**config.mk**
```make
export PLATFORM = sky130hd
export DESIGN_NAME = sjd_op_queue
export DESIGN_NICKNAME = d
export VERILOG_FILES = /design/src/rtl/sjd_pkg.sv /design/src/rtl/sjd_op_queue.sv
export SDC_FILE = /design/constraint.sdc
export NUM_CORES = 1
export LEC_CHECK = 0
export BUFFER_PORTS_ARGS = -buffer_cell sky130_fd_sc_hd__buf_2
export CORE_MARGIN = 10
export CORE_UTILIZATION = 57
export CTS_CLUSTER_DIAMETER = 120
export DETAILED_ROUTE_END_ITERATION = 6
export HOLD_SLACK_MARGIN = 0.06
export PLACE_DENSITY = 0.85
export SLEW_MARGIN = 20
export SYNTH_ARGS = -nofsm -noshare
export SYNTH_HDL_FRONTEND = slang
export SYNTH_SLANG_ARGS = --single-unit
```
**constraint.sdc**
```tcl
create_clock -name clock -period 5.5 [get_ports clock]
set_input_delay 1.1 -clock clock [delete_from_list [all_inputs] [get_ports clock]]
set_output_delay 1.1 -clock clock [all_outputs]
set_load 0.01 [all_outputs]
```
**src/rtl/sjd_pkg.sv**
```systemverilog
`timescale 1ns / 1ps
`default_nettype none

package sjd_pkg;

   localparam int CODE_W  = 16;
   localparam int PTR_W   = 14;
   localparam int POINT_W = 16;

   localparam int QUEUE_DEPTH = 4;
   localparam int QPTR_W      = 2;
   localparam int QCNT_W      = 3;

   localparam logic OPCODE_LOAD    = 1'b0;
   localparam logic OPCODE_CONVERT = 1'b1;

   localparam logic [PTR_W-1:0]   ROW_LENGTH    = 14'd188;
   localparam logic [PTR_W-1:0]   PUA_FIRST_PTR = 14'd8836;
   localparam logic [PTR_W-1:0]   PUA_LAST_PTR  = 14'd10715;
   localparam logic [POINT_W-1:0] PUA_BASE      = 16'hE000;
   localparam logic [POINT_W-1:0] KANA_BASE     = 16'hFF61;

   typedef enum logic [1:0] {
      KIND_LOAD   = 2'd0,
      KIND_DIRECT = 2'd1,
      KIND_LOOKUP = 2'd2
   } kind_type;

   typedef struct packed {
      kind_type           kind;
      logic [PTR_W-1:0]   addr;
      logic [POINT_W-1:0] value;
      logic               error;
      logic               present;
   } op_type;

   typedef struct packed {
      logic [POINT_W-1:0] value;
      logic               error;
   } result_type;

   typedef struct packed {
      logic clearing;
      logic q_full;
   } front_status_type;

endpackage

`default_nettype wire

```
**src/rtl/sjd_op_queue.sv**
```systemverilog
`timescale 1ns / 1ps
`default_nettype none

module sjd_op_queue import sjd_pkg::*; (
   input  wire         clock,
   input  wire         reset,
   input  wire         push,
   input  op_type      push_data,
   output logic        full,
   input  wire         pop,
   output op_type      pop_data,
   output logic        empty
);

   op_type              slots_ff [QUEUE_DEPTH];
   logic [QPTR_W-1:0]   wptr_ff, wptr_in;
   logic [QPTR_W-1:0]   rptr_ff, rptr_in;
   logic [QCNT_W-1:0]   count_ff, count_in;
   logic                do_push;
   logic                do_pop;

   assign full     = count_ff == QCNT_W'(QUEUE_DEPTH);
   assign empty    = count_ff == '0;
   assign do_push  = push && !full;
   assign do_pop   = pop && !empty;
   assign pop_data = slots_ff[rptr_ff];

   always_comb begin
      wptr_in  = do_push ? QPTR_W'(wptr_ff + 1'b1) : wptr_ff;
      rptr_in  = do_pop ? QPTR_W'(rptr_ff + 1'b1) : rptr_ff;
      count_in = QCNT_W'(count_ff + QCNT_W'(do_push) - QCNT_W'(do_pop));
   end

   always_ff @(posedge clock) begin
      if (do_push) begin
         slots_ff[wptr_ff] <= push_data;
      end
   end

   always_ff @(posedge clock) begin
      if (reset) begin
         wptr_ff  <= '0;
         rptr_ff  <= '0;
         count_ff <= '0;
      end else begin
         wptr_ff  <= wptr_in;
         rptr_ff  <= rptr_in;
         count_ff <= count_in;
      end
   end

endmodule

`default_nettype wire

```
# --- Word-level counts from Yosys, hierarchy flattened ---
# Memories as Yosys holds them, arrays and structs flattened. A register that Yosys moved wholly into a read port is not among the register bits.
# Cells that the tools add are included.
classes:
  n_addsub: 4
  magnitude_cmp: 0
  muxes: 4
  reduce_logical: 5
  bitwise_logic: 0
  n_eq_ne: 1
  n_shift: 0
  multipliers: 0
  n_div: 0
ops:
  columns: ["op", "count"]
  rows:
  - ["2-bit by 1-bit adder with 2-bit output (second input constant)", 2]
  - ["2-bit two-way mux", 2]
  - ["3-bit by 1-bit adder with 3-bit output", 1]
  - ["3-bit equality test (second input constant)", 1]
  - ["3-bit zero test", 1]
  - ["3-bit by 1-bit subtractor with 3-bit output", 1]
  - ["1-bit logical AND", 2]
  - ["1-bit zero test", 2]
  - ["1-bit two-way mux", 2]
word_totals:
  elab_cells: 18
  output_inout_bits: 36
  romBits: 0
  latch_bits: 0
  ff_bits: 7
  mem_count: 1
  mem_bits_rw: 136
  in_bits: 38
memory_table:
  columns: ["memory", "depth", "width", "read_ports", "rd_ports_with_merged_regs", "write_ports", "line", "source"]
  rows:
  - ["slots_ff", 4, 34, 1, 1, 1, "sjd_op_queue.sv:15", "op_type slots_ff [QUEUE_DEPTH];"]

# --- Longest topological paths before layout ---
logic_depth:
  depth_word: 5
  ltp_mapped: 10
  mapped_depth_nobuf: 10

# --- Worst setup path before layout ---
# OpenSTA, ideal clock, no wires.
synth_path:
  path_type: "input port to flip-flop"
  start: "in push"
  end: "reg count_ff[2]"
  t_required_ns: 5.375
  setup_ns: 0.125
  arrival_time_ns: 2.610
  path_buffers: 0
  slack_ns: 2.765
  path_stages: 10
  path_cell_list: "inv_1 nor2_1 inv_1 ha_1 inv_1 ha_1 fa_1 xnor2_1 xnor2_1 nor2_1"
synth_between:
  elab_chain_cells: 3
synth_lines:
  columns: ["item", "line", "source"]
  rows:
  - ["start: declaration", "sjd_op_queue.sv:7", "input wire push,"]
  - ["1-bit logical AND", "sjd_op_queue.sv:24", "assign do_push = push && !full;"]
  - ["3-bit by 1-bit adder with 3-bit output", "sjd_op_queue.sv:31", "count_in = QCNT_W'(count_ff + QCNT_W'(do_push) - QCNT_W'(do_pop));"]
  - ["3-bit by 1-bit subtractor with 3-bit output", "sjd_op_queue.sv:31", null]
  - ["end signal: assignment", "sjd_op_queue.sv:48", "count_ff <= count_in;"]
  - ["end: declaration", "sjd_op_queue.sv:18", "logic [QCNT_W-1:0] count_ff, count_in;"]
# No other way between the ends.
# A chain may end at the register's enable or synchronous reset.

==> key figures <==
Status
  – Outcome: finished clean

Min path
  – Worst hold start: rptr_ff[1]$_SDFFE_PP0P_
  – Hold WC Path Type: reg -> reg
  – Hold depth: 2

Worst setup path
  – Crit path kind: reg -> out
  – Worst path bufs/invs: 2
  – Max FO, Critical Path: 22
  – Crit. End Element: output port
  – CP Launch Type: register
  – Largest stage delay on the critical path: ~0.61 ns
  – Worst path depth: 3
  – Critical path required time: between 4 and 5 ns
  – Reg2Reg Setup Slack: about 3.2 ns
  – Worst path cell trace: buf_4, mux4_2, buf_2
  – Worst r2r dst: count_ff[2]$_SDFF_PP0_
  – CP delay by family, top: buffers and inverters
  – Arr. time, crit path: 2.35 ns
  – Slowest-stage cell, CP: dfxtp_2
  – R2R depth: 10
  – Worst reg2reg startpoint: count_ff[1]$_SDFF_PP0_

Die
  – Core area: just over 9000 µm²
  – Total Die Area: between 10000 and 15000 µm²
  – IO Pins: 74
  – Die height: around 120 µm
  – Row cnt: 35
  – Die X: roughly 120 µm
  – Initial core utilization: approximately 59%

STA
  – RSZ-0062 raised after global routing: false
  – Worst Skew: about 0.0089 ns
  – Slew Viols, Final: 0
  – Slew headroom: between 30% and 40%
  – Fmax: slightly below 0.3 GHz
  – Endpoints failing hold: 0
  – Final worst path period need: between 3 and 4 ns
  – Setup TNS: 0 ns
  – Actual slew at the worst max-slew pin: between 0.9 and 1 ns
  – Period utilisation layout: 62.7%
  – Post-route setup slack: a little over 2 ns
  – Final Setup Violations: 0

Global route
  – GRT overflow: 0
  – Vias in the first global route: 2741
  – Largest net degree at the start of global routing: 35
  – Initial antenna violation count: 1
  – First-pass GRT wire length: 14700 µm
  – GRT Overall Usage: 13.9%

Cells and area
  – Multi-input gate area: ~1100 µm²
  – Fin cells: approximately 450
  – Fill cell count: a little over 600
  – NumNets Final: ~360
  – Layout cells sized above 1: between 40% and 50%
  – Layout area overhead: 19.5%
  – Register Area: 4270 µm²

Routing
  – Via density: roughly 5.4
  – DRT iter0 DRCs: 144
  – DRT Pass-1 Iters: 4
  – Antenna-violating nets left: 0
  – DR DRC count: 0
  – Post-Route WL: 9320 µm
  – Drt wl/cell: approximately 21 µm
  – Via count: ~2500

CTS
  – Postcts setup bufs: 0
  – Longest Clk Path Bufs: 2
  – Clock root buffer: clkbuf_8
  – H-tree lvl count: 4
  – Clk sinks: roughly 150
  – TritonCTS Buffers: 17
  – PostCTS Resize Cnt: 0
  – Hold_buf cts: 0
  – Clock transition at the registers of the reported paths: 0.06 ns
  – Skew-Pair Late Insertion Delay: a little over 0.5 ns
  – CTS tree: yes

Yosys
  – Count leader, synth: edfxtp_1
  – Synth top area cells: edfxtp_1 (75%), mux4_2 (12%), dfxtp_1 (3.3%)
  – Synth Instances: 229
  – Area leader, netlist: edfxtp_1
  – Synthesized area per cell: approximately 24 µm²
  – Register area share after synthesis: 78.4%
  – Post-Syn Area: 5440 µm²
  – Ys async rst share: 0%
  – Distinct cells, synth: 25
  – Net count after synthesis: 274
  – Most common library cells after synthesis: edfxtp_1 (136), mux4_2 (30), dfxtp_1 (9), inv_1 (8), ha_1 (6)
  – Main synth FF type: edfxtp_1
  – Synth warn: 0
  – FF+latch count, synth: ~150
  – Post-synth EDFFs: between 100 and 150
  – Top-area cell type share of the netlist area: about three quarters

Power
  – Pwr/cell area: 488 nW/µm²
  – Max VDD drop: roughly 310 µV
  – Leak: 0.00225 µW

Place
  – PortBufs: 73
  – Cells after DPL: ~420
  – Routability cong.: 0.693
  – Dpl ws: about 2.5 ns
  – Hpwl dp: between 5000 and 6000 µm

Run
  – MaxCap Viol Count: 0
-- kinds of logic (layout without fill, tap and decap cells) --
group / after synthesis / count (layout) / share of synthesized area, %
other cells: 0 / 1 / 0
xor+xnor: 3 / 3 / 0.483
mux: 35 / 35 / 14.5
flops: 145 / 145 / 78.4
simple gates: 17 / 17 / 1.91
fa+ha+maj: 7 / 7 / 1.75
buf+inv: 17 / 112 / 2.28
compound gates: 5 / 5 / 0.598
-- layout by cell type (no fill, tap or decap), drive strengths merged, types with 2 or more instances in the layout --
cell / instances
buf: 74
clkinv: 6
o21ai: 2
and2: 4
clkbuf: 18
dfxtp: 9
inv: 9
mux4: 34
a21oi: 2
nor2b: 2
or3: 2
nor2: 4
ha: 6
xnor2: 2
nand2b: 2
edfxtp: 136
bufinv: 5
-- per-layer routing --
metal	vias up	routed length, µm	global-route usage [%]
met5	-	0	0
met4	0	100	5.18
met3	10	631	6.09
met2	78	4680	22.7
met1	1247	3910	16.0
li1	1117	-	-
-- final cells by class --
cell class,instances,share of cell area (%)
diodes,1,0.0385
clock buffers,18,6.43
clock inverters,12,2.93
inverters,8,0.462
multi-input cells,67,16.2
flip-flops and latches,145,65.7
well taps,129,2.49
repair buffers,74,5.74
-- sequential cells by signal, summed over array words and instances, names as in the netlist, named ones only --
name,flops
wptr_ff,2
rptr_ff,2
slots_ff,136
count_ff,3
-- worst register-to-register path: stages, from the launching register on --
cell and delay (ns):
dfxtp_1 0.45, nor3b_2 0.11, nor2_1 0.32, inv_1 0.08
ha_1 0.28, inv_1 0.04, ha_1 0.19, fa_1 0.38
xnor2_1 0.19, xnor2_1 0.14, nor2_1 0.05
-- worst max-delay path by stage --
stage / startpoint / slack, ns / endpoint
finish: register / 2.05 / pop_data[3]
floorplan: push / 2.77 / count_ff[2]$_SDFF_PP0_
global route: register / 1.87 / pop_data[30]
detailed placement: push / 2.51 / count_ff[2]$_SDFF_PP0_
global placement: register / 2.53 / pop_data[10]
CTS: register / 1.97 / pop_data[3]
-- report_power, final --
group | switching [µW] | internal (µW) | leakage (µW)
sequential | 74.6 | 1330 | 0.00132
combinational | 287 | 301 | 0.000632
clock | 402 | 773 | 0.000300
-- per-stage QoR --
stage                     instance area (µm²)  hold WS [ns]  power (µW)  util [%]
after detailed placement                 5880         0.483        2030      63.4
final                                    6490         0.485        3170      70.0
after CTS                                6490         0.492        3210      69.9
after floorplan                          5440         0.459        1850         -
after global routing                     6490         0.537        3310      69.9
after global placement                   5880         0.461        2010      63.4
Power figures use the tool's default switching activity.
