===== config.mk =====
export PLATFORM = sky130hd
export DESIGN_NAME = sjd_front
export DESIGN_NICKNAME = d
export VERILOG_FILES = /design/src/rtl/sjd_pkg.sv /design/src/rtl/sjd_front.sv
export SDC_FILE = /design/constraint.sdc
export NUM_CORES = 1
export LEC_CHECK = 0
export BUFFER_PORTS_ARGS = -buffer_cell sky130_fd_sc_hd__buf_2
export CAP_MARGIN = 15
export CORE_UTILIZATION = 45
export DETAILED_ROUTE_END_ITERATION = 8
export GPL_TIMING_DRIVEN = 1
export PLACE_DENSITY_LB_ADDON = 0.15
export SYNTH_ARGS = -nofsm -noshare
export SYNTH_HDL_FRONTEND = slang
export SYNTH_SLANG_ARGS = --single-unit

===== constraint.sdc =====
create_clock -name vclk -period 15.89
set_clock_uncertainty 0.15 [all_clocks]
set_input_delay 1.589 -clock vclk [all_inputs]
set_output_delay 1.589 -clock vclk [all_outputs]
set_load 0.005 [all_outputs]

===== src/rtl/sjd_pkg.sv =====
`timescale 1ns / 1ps
`default_nettype none

package sjd_pkg;

   localparam int CODE_W  = 16;
   localparam int PTR_W   = 14;
   localparam int POINT_W = 16;

   localparam int QUEUE_DEPTH = 4;
   localparam int QPTR_W      = 2;
   localparam int QCNT_W      = 3;

   localparam logic OPCODE_LOAD    = 1'b0;
   localparam logic OPCODE_CONVERT = 1'b1;

   localparam logic [PTR_W-1:0]   ROW_LENGTH    = 14'd188;
   localparam logic [PTR_W-1:0]   PUA_FIRST_PTR = 14'd8836;
   localparam logic [PTR_W-1:0]   PUA_LAST_PTR  = 14'd10715;
   localparam logic [POINT_W-1:0] PUA_BASE      = 16'hE000;
   localparam logic [POINT_W-1:0] KANA_BASE     = 16'hFF61;

   typedef enum logic [1:0] {
      KIND_LOAD   = 2'd0,
      KIND_DIRECT = 2'd1,
      KIND_LOOKUP = 2'd2
   } kind_type;

   typedef struct packed {
      kind_type           kind;
      logic [PTR_W-1:0]   addr;
      logic [POINT_W-1:0] value;
      logic               error;
      logic               present;
   } op_type;

   typedef struct packed {
      logic [POINT_W-1:0] value;
      logic               error;
   } result_type;

   typedef struct packed {
      logic clearing;
      logic q_full;
   } front_status_type;

endpackage

`default_nettype wire


===== src/rtl/sjd_front.sv =====
`timescale 1ns / 1ps
`default_nettype none

module sjd_front import sjd_pkg::*; #(
   parameter int TABLE_ENTRIES = 16384
) (
   input  wire                    req_push,
   output logic                   req_full,
   input  wire                    req_opcode,
   input  wire  [CODE_W-1:0]      req_sjis_code,
   input  wire  [PTR_W-1:0]       req_entry_index,
   input  wire  [POINT_W-1:0]     req_entry_value,
   input  wire                    req_entry_present,
   input  front_status_type       status,
   output logic                   q_push,
   output op_type                 q_data
);

   logic [7:0]       lead;
   logic [7:0]       trail;
   logic [5:0]       lead_row;
   logic [7:0]       trail_col;
   logic [PTR_W-1:0] ptr;
   logic             lead_ok;
   logic             trail_ok;
   logic             accept;
   logic             index_ok;
   op_type           conv_op;

   assign req_full = status.clearing || status.q_full;
   assign accept   = req_push && !req_full;
   assign index_ok = {1'b0, req_entry_index} < (PTR_W+1)'(TABLE_ENTRIES);

   assign lead      = req_sjis_code[15:8];
   assign trail     = req_sjis_code[7:0];
   assign lead_ok   = (lead inside {[8'h81:8'h9F], [8'hE0:8'hFC]});
   assign trail_ok  = (trail inside {[8'h40:8'h7E], [8'h80:8'hFC]});
   assign lead_row  = (lead < 8'hA0) ? 6'(lead - 8'h81) : 6'(lead - 8'hC1);
   assign trail_col = (trail < 8'h7F) ? 8'(trail - 8'h40) : 8'(trail - 8'h41);
   assign ptr       = PTR_W'(PTR_W'(lead_row) * ROW_LENGTH + PTR_W'(trail_col));

   always_comb begin
      conv_op.kind    = KIND_DIRECT;
      conv_op.addr    = ptr;
      conv_op.value   = '0;
      conv_op.error   = 1'b0;
      conv_op.present = 1'b0;
      if (req_sjis_code <= 16'h0080) begin
         conv_op.value = req_sjis_code;
      end else begin
         case (req_sjis_code)
            16'h815C: conv_op.value = 16'h2014;
            16'h8160: conv_op.value = 16'h301C;
            16'h8161: conv_op.value = 16'h2016;
            16'h817C: conv_op.value = 16'h2212;
            16'h8191: conv_op.value = 16'h00A2;
            16'h8192: conv_op.value = 16'h00A3;
            16'h81CA: conv_op.value = 16'h00AC;
            default: begin
               if (req_sjis_code inside {[16'h8740:16'h879C], [16'hED40:16'hFFFF]}) begin
                  conv_op.error = 1'b1;
               end else if (req_sjis_code inside {[16'h00A1:16'h00DF]}) begin
                  conv_op.value = POINT_W'(req_sjis_code - 16'h00A1 + KANA_BASE);
               end else if (!lead_ok || !trail_ok) begin
                  conv_op.error = 1'b1;
               end else if (ptr >= PUA_FIRST_PTR && ptr <= PUA_LAST_PTR) begin
                  conv_op.value = POINT_W'(PUA_BASE + POINT_W'(ptr) - POINT_W'(PUA_FIRST_PTR));
               end else if ({1'b0, ptr} >= (PTR_W+1)'(TABLE_ENTRIES)) begin
                  conv_op.error = 1'b1;
               end else begin
                  conv_op.kind = KIND_LOOKUP;
               end
            end
         endcase
      end
   end

   always_comb begin
      if (req_opcode == OPCODE_CONVERT) begin
         q_data = conv_op;
         q_push = accept;
      end else begin
         q_data.kind    = KIND_LOAD;
         q_data.addr    = req_entry_index;
         q_data.value   = req_entry_value;
         q_data.error   = 1'b0;
         q_data.present = req_entry_present;
         q_push         = accept && index_ok;
      end
   end

endmodule

`default_nettype wire


## Word-level counts from Yosys, hierarchy flattened

Cells that the tools add are included.

- Multipliers: 1
- Mux-type cells: 20
- Reduce and logical (&&, ||, !) cells: 18
- Eq/ne operators: 7
- $lt $le $gt $ge: 19
- Add/sub/neg operators: 9

Operators with widths:

| cell | number |
|---|---|
| == test 16 bit, second input constant | 7 |
| one-hot mux 16 bit (7 select lines) | 1 |
| two-way mux 16 bit | 5 |
| two-way mux 34 bit | 1 |
| greater-or-equal comparator 16 bit, second input constant | 2 |
| less-or-equal comparator 16 bit, second input constant | 2 |
| less-or-equal comparator 16 x 8 -> 1 bit, second input constant | 2 |
| greater-or-equal comparator 8 bit, second input constant | 3 |
| less-or-equal comparator 8 bit, second input constant | 3 |
| adder 14 x 15 -> 16 bit, first input constant | 1 |
| adder 16 bit, second input constant | 1 |
| greater-or-equal comparator 16 x 8 -> 1 bit, second input constant | 1 |
| subtractor 16 x 14 -> 16 bit, second input constant | 1 |
| subtractor 16 x 8 -> 16 bit, second input constant | 1 |
| subtractor 8 x 7 -> 8 bit, second input constant | 2 |
| adder 14 x 8 -> 14 bit | 1 |
| greater-or-equal comparator 14 bit, second input constant | 1 |
| less-or-equal comparator 14 bit, second input constant | 1 |
| multiplier 6 x 6 -> 12 bit, second input constant | 1 |
| two-way mux 2 bit | 6 |
| subtractor 6 x 1 -> 6 bit, second input constant | 2 |
| logical AND 1 bit | 9 |
| greater-or-equal comparator 8 x 7 -> 1 bit, second input constant | 1 |
| less-or-equal comparator 8 x 7 -> 1 bit, second input constant | 1 |
| 9 further kinds | 18 |

- Flip-flop bits (word level): 0
- Input port bits: 51
- Output and inout port bits: 36
- Logic and storage cells: 74

## Depth between registers and ports, before layout

- Depth in word-level cells: 13
- Depth in mapped cells: 25
- Gate-level depth less buffers: 22

## Worst setup path before layout

Ideal clock, no wire load.

- Path kind: input to output
- From: input req_sjis_code[10]
- To: output q_data[8] (netlist bit)
- Data required time: 14.151 ns
- Path buffers: 2
- Arrival: 6.955 ns
- Cell stages on the path: 23
- Slack: 7.196 ns
- Cells stage by stage: buf_2 inv_1 ha_1 nand2_1 nand2_1 xnor2_1 fa_1 ha_1 fa_1 inv_1 fa_1 inv_1 ha_1 and3_1 a221o_2 xor2_1 inv_1 a31oi_1 o21ai_2 a2111oi_4 buf_6 o2111ai_1 a31oi_1

RTL lines:

| element | line | source |
|---|---|---|
| from (decl) | sjd_front.sv:10 | `input wire [CODE_W-1:0] req_sjis_code,` |
| to (decl) | sjd_front.sv:16 | `output op_type q_data` |

==> impl_metrics.yaml <==
status:
  status: "completed"
layout:
  multiInputGateArea_sq_um: 3110
  final_common_cell: "buf_2"
  register_area_sq_um: 0
  seq_cells: 0
  clkbuf_count: 0
  fillers: 778
  drive_gt1_share_pct: 23.3
  fin_cells: 627
  antenna_cells: 0
  layout_common_cells: "87 x buf_2, 46 x ha_1, 40 x nor2_1"
  nets: 636
  area_growth_pct: 10.4
run:
  maxCapViolations: 0
placement:
  gp_congestion: 0.921
  dp_cells: 627
  port_buffers: 87
  post-dp-hpwl_um: 7990
  place_ws_ns: 6.22
pwr:
  irDropWorstVdd_mv: 0.195
  power_uw: 691
  leakage_nw: 1.70
  powerDensity_nw_per_um2: 182
routing:
  drt_wl_total_um: 9780
  num_vias: 3575
  drtPass1Iterations: 4
  via_per_inst: 5.70
  initialDrtViolationCount: 161
  drc: 0
  wl_met2_um: 4810
  m1WireLength_um: 4410
  drtAntennaViolNets: 0
  wire_per_inst_um: 15.6
  top_layer: "met4"
  met3_length_um: 333
synthesis:
  synth_cell_type_count: 74
  ys_warn_count: 0
  synth_area_per_cell_sq_um: 7.32
  syn_nets: 576
  ys_seq_area_share_pct: 0
  syn_area_sq_um: 3440
  syn_inst: 470
min_path:
  min_path_type: "primary input to output port"
  whs_path_depth: 3
  min_to: "req_full"
  worstHoldStart: "status[1]"
sta:
  tightest_slew_ns: 0.862
  fmax_mhz: 103
  rsz0062_at_grt: "no"
  report.final.slew_viol_count: 0
  finalSetupViolCount: 0
  max_slew_margin_pct: 42.5
  hold_viol: 0
  worst_slack_ns: 6.14
  setup_tns_ns: 0
  finalCritPeriodShare_pct: 61.4
  post-route-min-period_ns: 9.75
worst_setup_path:
  cp_data_arrival_time_ns: 8.01
  critPathKind: "primary input to output port"
  cp_cell_sequence: "buf_2 -> inv_1 -> ha_1 -> nand2_1 -> nand2_1 -> xnor2_1 -> fa_1 -> ha_1 -> fa_1 -> inv_1 -> fa_1 -> inv_1 -> ha_1 -> and3_1 -> a221o_2 -> xor2_1 -> inv_1 -> a31oi_1 -> o21ai_2 -> a2111oi_4 -> nand2_1 -> o31ai_1 -> buf_2"
  slowest_delay_ns: 0.81
  end_kind: "output port"
  worst_setup_path_start_kind: "primary input"
  cpMostUsedCell: "inv_1"
  critPathBufInv: 6
  worstPathMaxFanout: 13
  crit_family: "adder cells"
  crit_path_start: "req_sjis_code[9]"
  required_ns: 14.15
  critical-path-slowest-cell: "a2111oi_4"
grt:
  grt_usage_pct: 24.2
  grt_overflow: 0
  grt_pass1_wl_um: 15400
  grt_max_degree: 51
  grt_antenna_before_repair: 0
  grt_pass1_vias: 3197
cts:
  hold_buffers: 0
  cts-resized-gates: 0
  post_cts_buffers: 0
die:
  die_w_um: 89.5
  rows: 31
  die_y_um: 89.5
  num_io_pins: 87
  coreArea_sq_um: 7330
  initial_core_util_pct: 47.0
  dieArea_sq_um: 8000
## metrics by stage
stage          instance area [sq um]  hold WS, ns  utilization [%]
6_report                        3800         3.29             51.8
4_1_cts                         3800         3.30             51.8
3_3_place_gp                    3800         3.29             51.8
2_1_floorplan                   3440         3.10                -
3_5_place_dp                    3800         3.30             51.8
5_1_grt                         3800         3.31             51.8
## layout make-up
class	count	area share [%]
Multi-Input combinational cell	406	81.7
Timing Repair Buffer	88	11.7
Inverter	34	3.36
Tap cell	99	3.26
## worst min-delay path: cells and delay by family
kind | cells | cell delay [ns]
buf+inv | 2 | 0.17
simple gates | 1 | 0.09
## metal layers
metal,global-route usage (%),vias to the layer above
li1,-,1808
met1,32.7,1644
met2,42.5,105
met3,0.739,18
met4,5.63,0
met5,0,-
## cells by family (layout without fill, tap and decap cells)
kind of cell	Yosys count	count (layout)	synth area share [%]
AOI/OAI and AO/OA	130	130	27.4
and+or+nand+nor	161	161	24.2
muxes	15	15	4.76
buffers and inverters	64	122	9.78
adders and majority gates	55	55	22.0
xor gates and xnor gates	45	45	11.9
## power breakdown
part | total, mW | internal [mW] | switching [mW] | leakage (nW)
Clock | 0 | 0 | 0 | 0
Sequential | 0 | 0 | 0 | 0
Combinational | 0.691 | 0.277 | 0.414 | 1.70
## worst max-delay path by stage
| stage | depth (start not counted) | end |
|---|---|---|
| final | 23 | q_data[12] |
| after global routing | 23 | q_data[12] |
| after global placement | 23 | q_data[12] |
| after CTS | 23 | q_data[12] |
| after detailed placement | 23 | q_data[12] |
| after floorplan | 23 | q_data[8] |
## synthesized netlist by cell type, types with 6 or more instances
cell      number  area, sq um
nor3_1        12         60.1
and2_1         6         37.5
ha_1          46          576
buf_6          6         67.6
a31oi_1        7         43.8
o31ai_1        6         45.0
buf_2          6         30.0
o21ai_0       21          105
nand2b_1       8         50.1
nor2_1        40          150
xor2_1        14          123
clkbuf_1       7         26.3
nand2_1       36          135
inv_1         34          128
fa_1           9          180
nand4_1        6         37.5
xnor2_1       29          254
mux2_2        11          124
a21oi_1       32          160
a21o_1         8         60.1
nand3_1       18         90.1
Note: power is estimated with default switching activity, not from simulation.
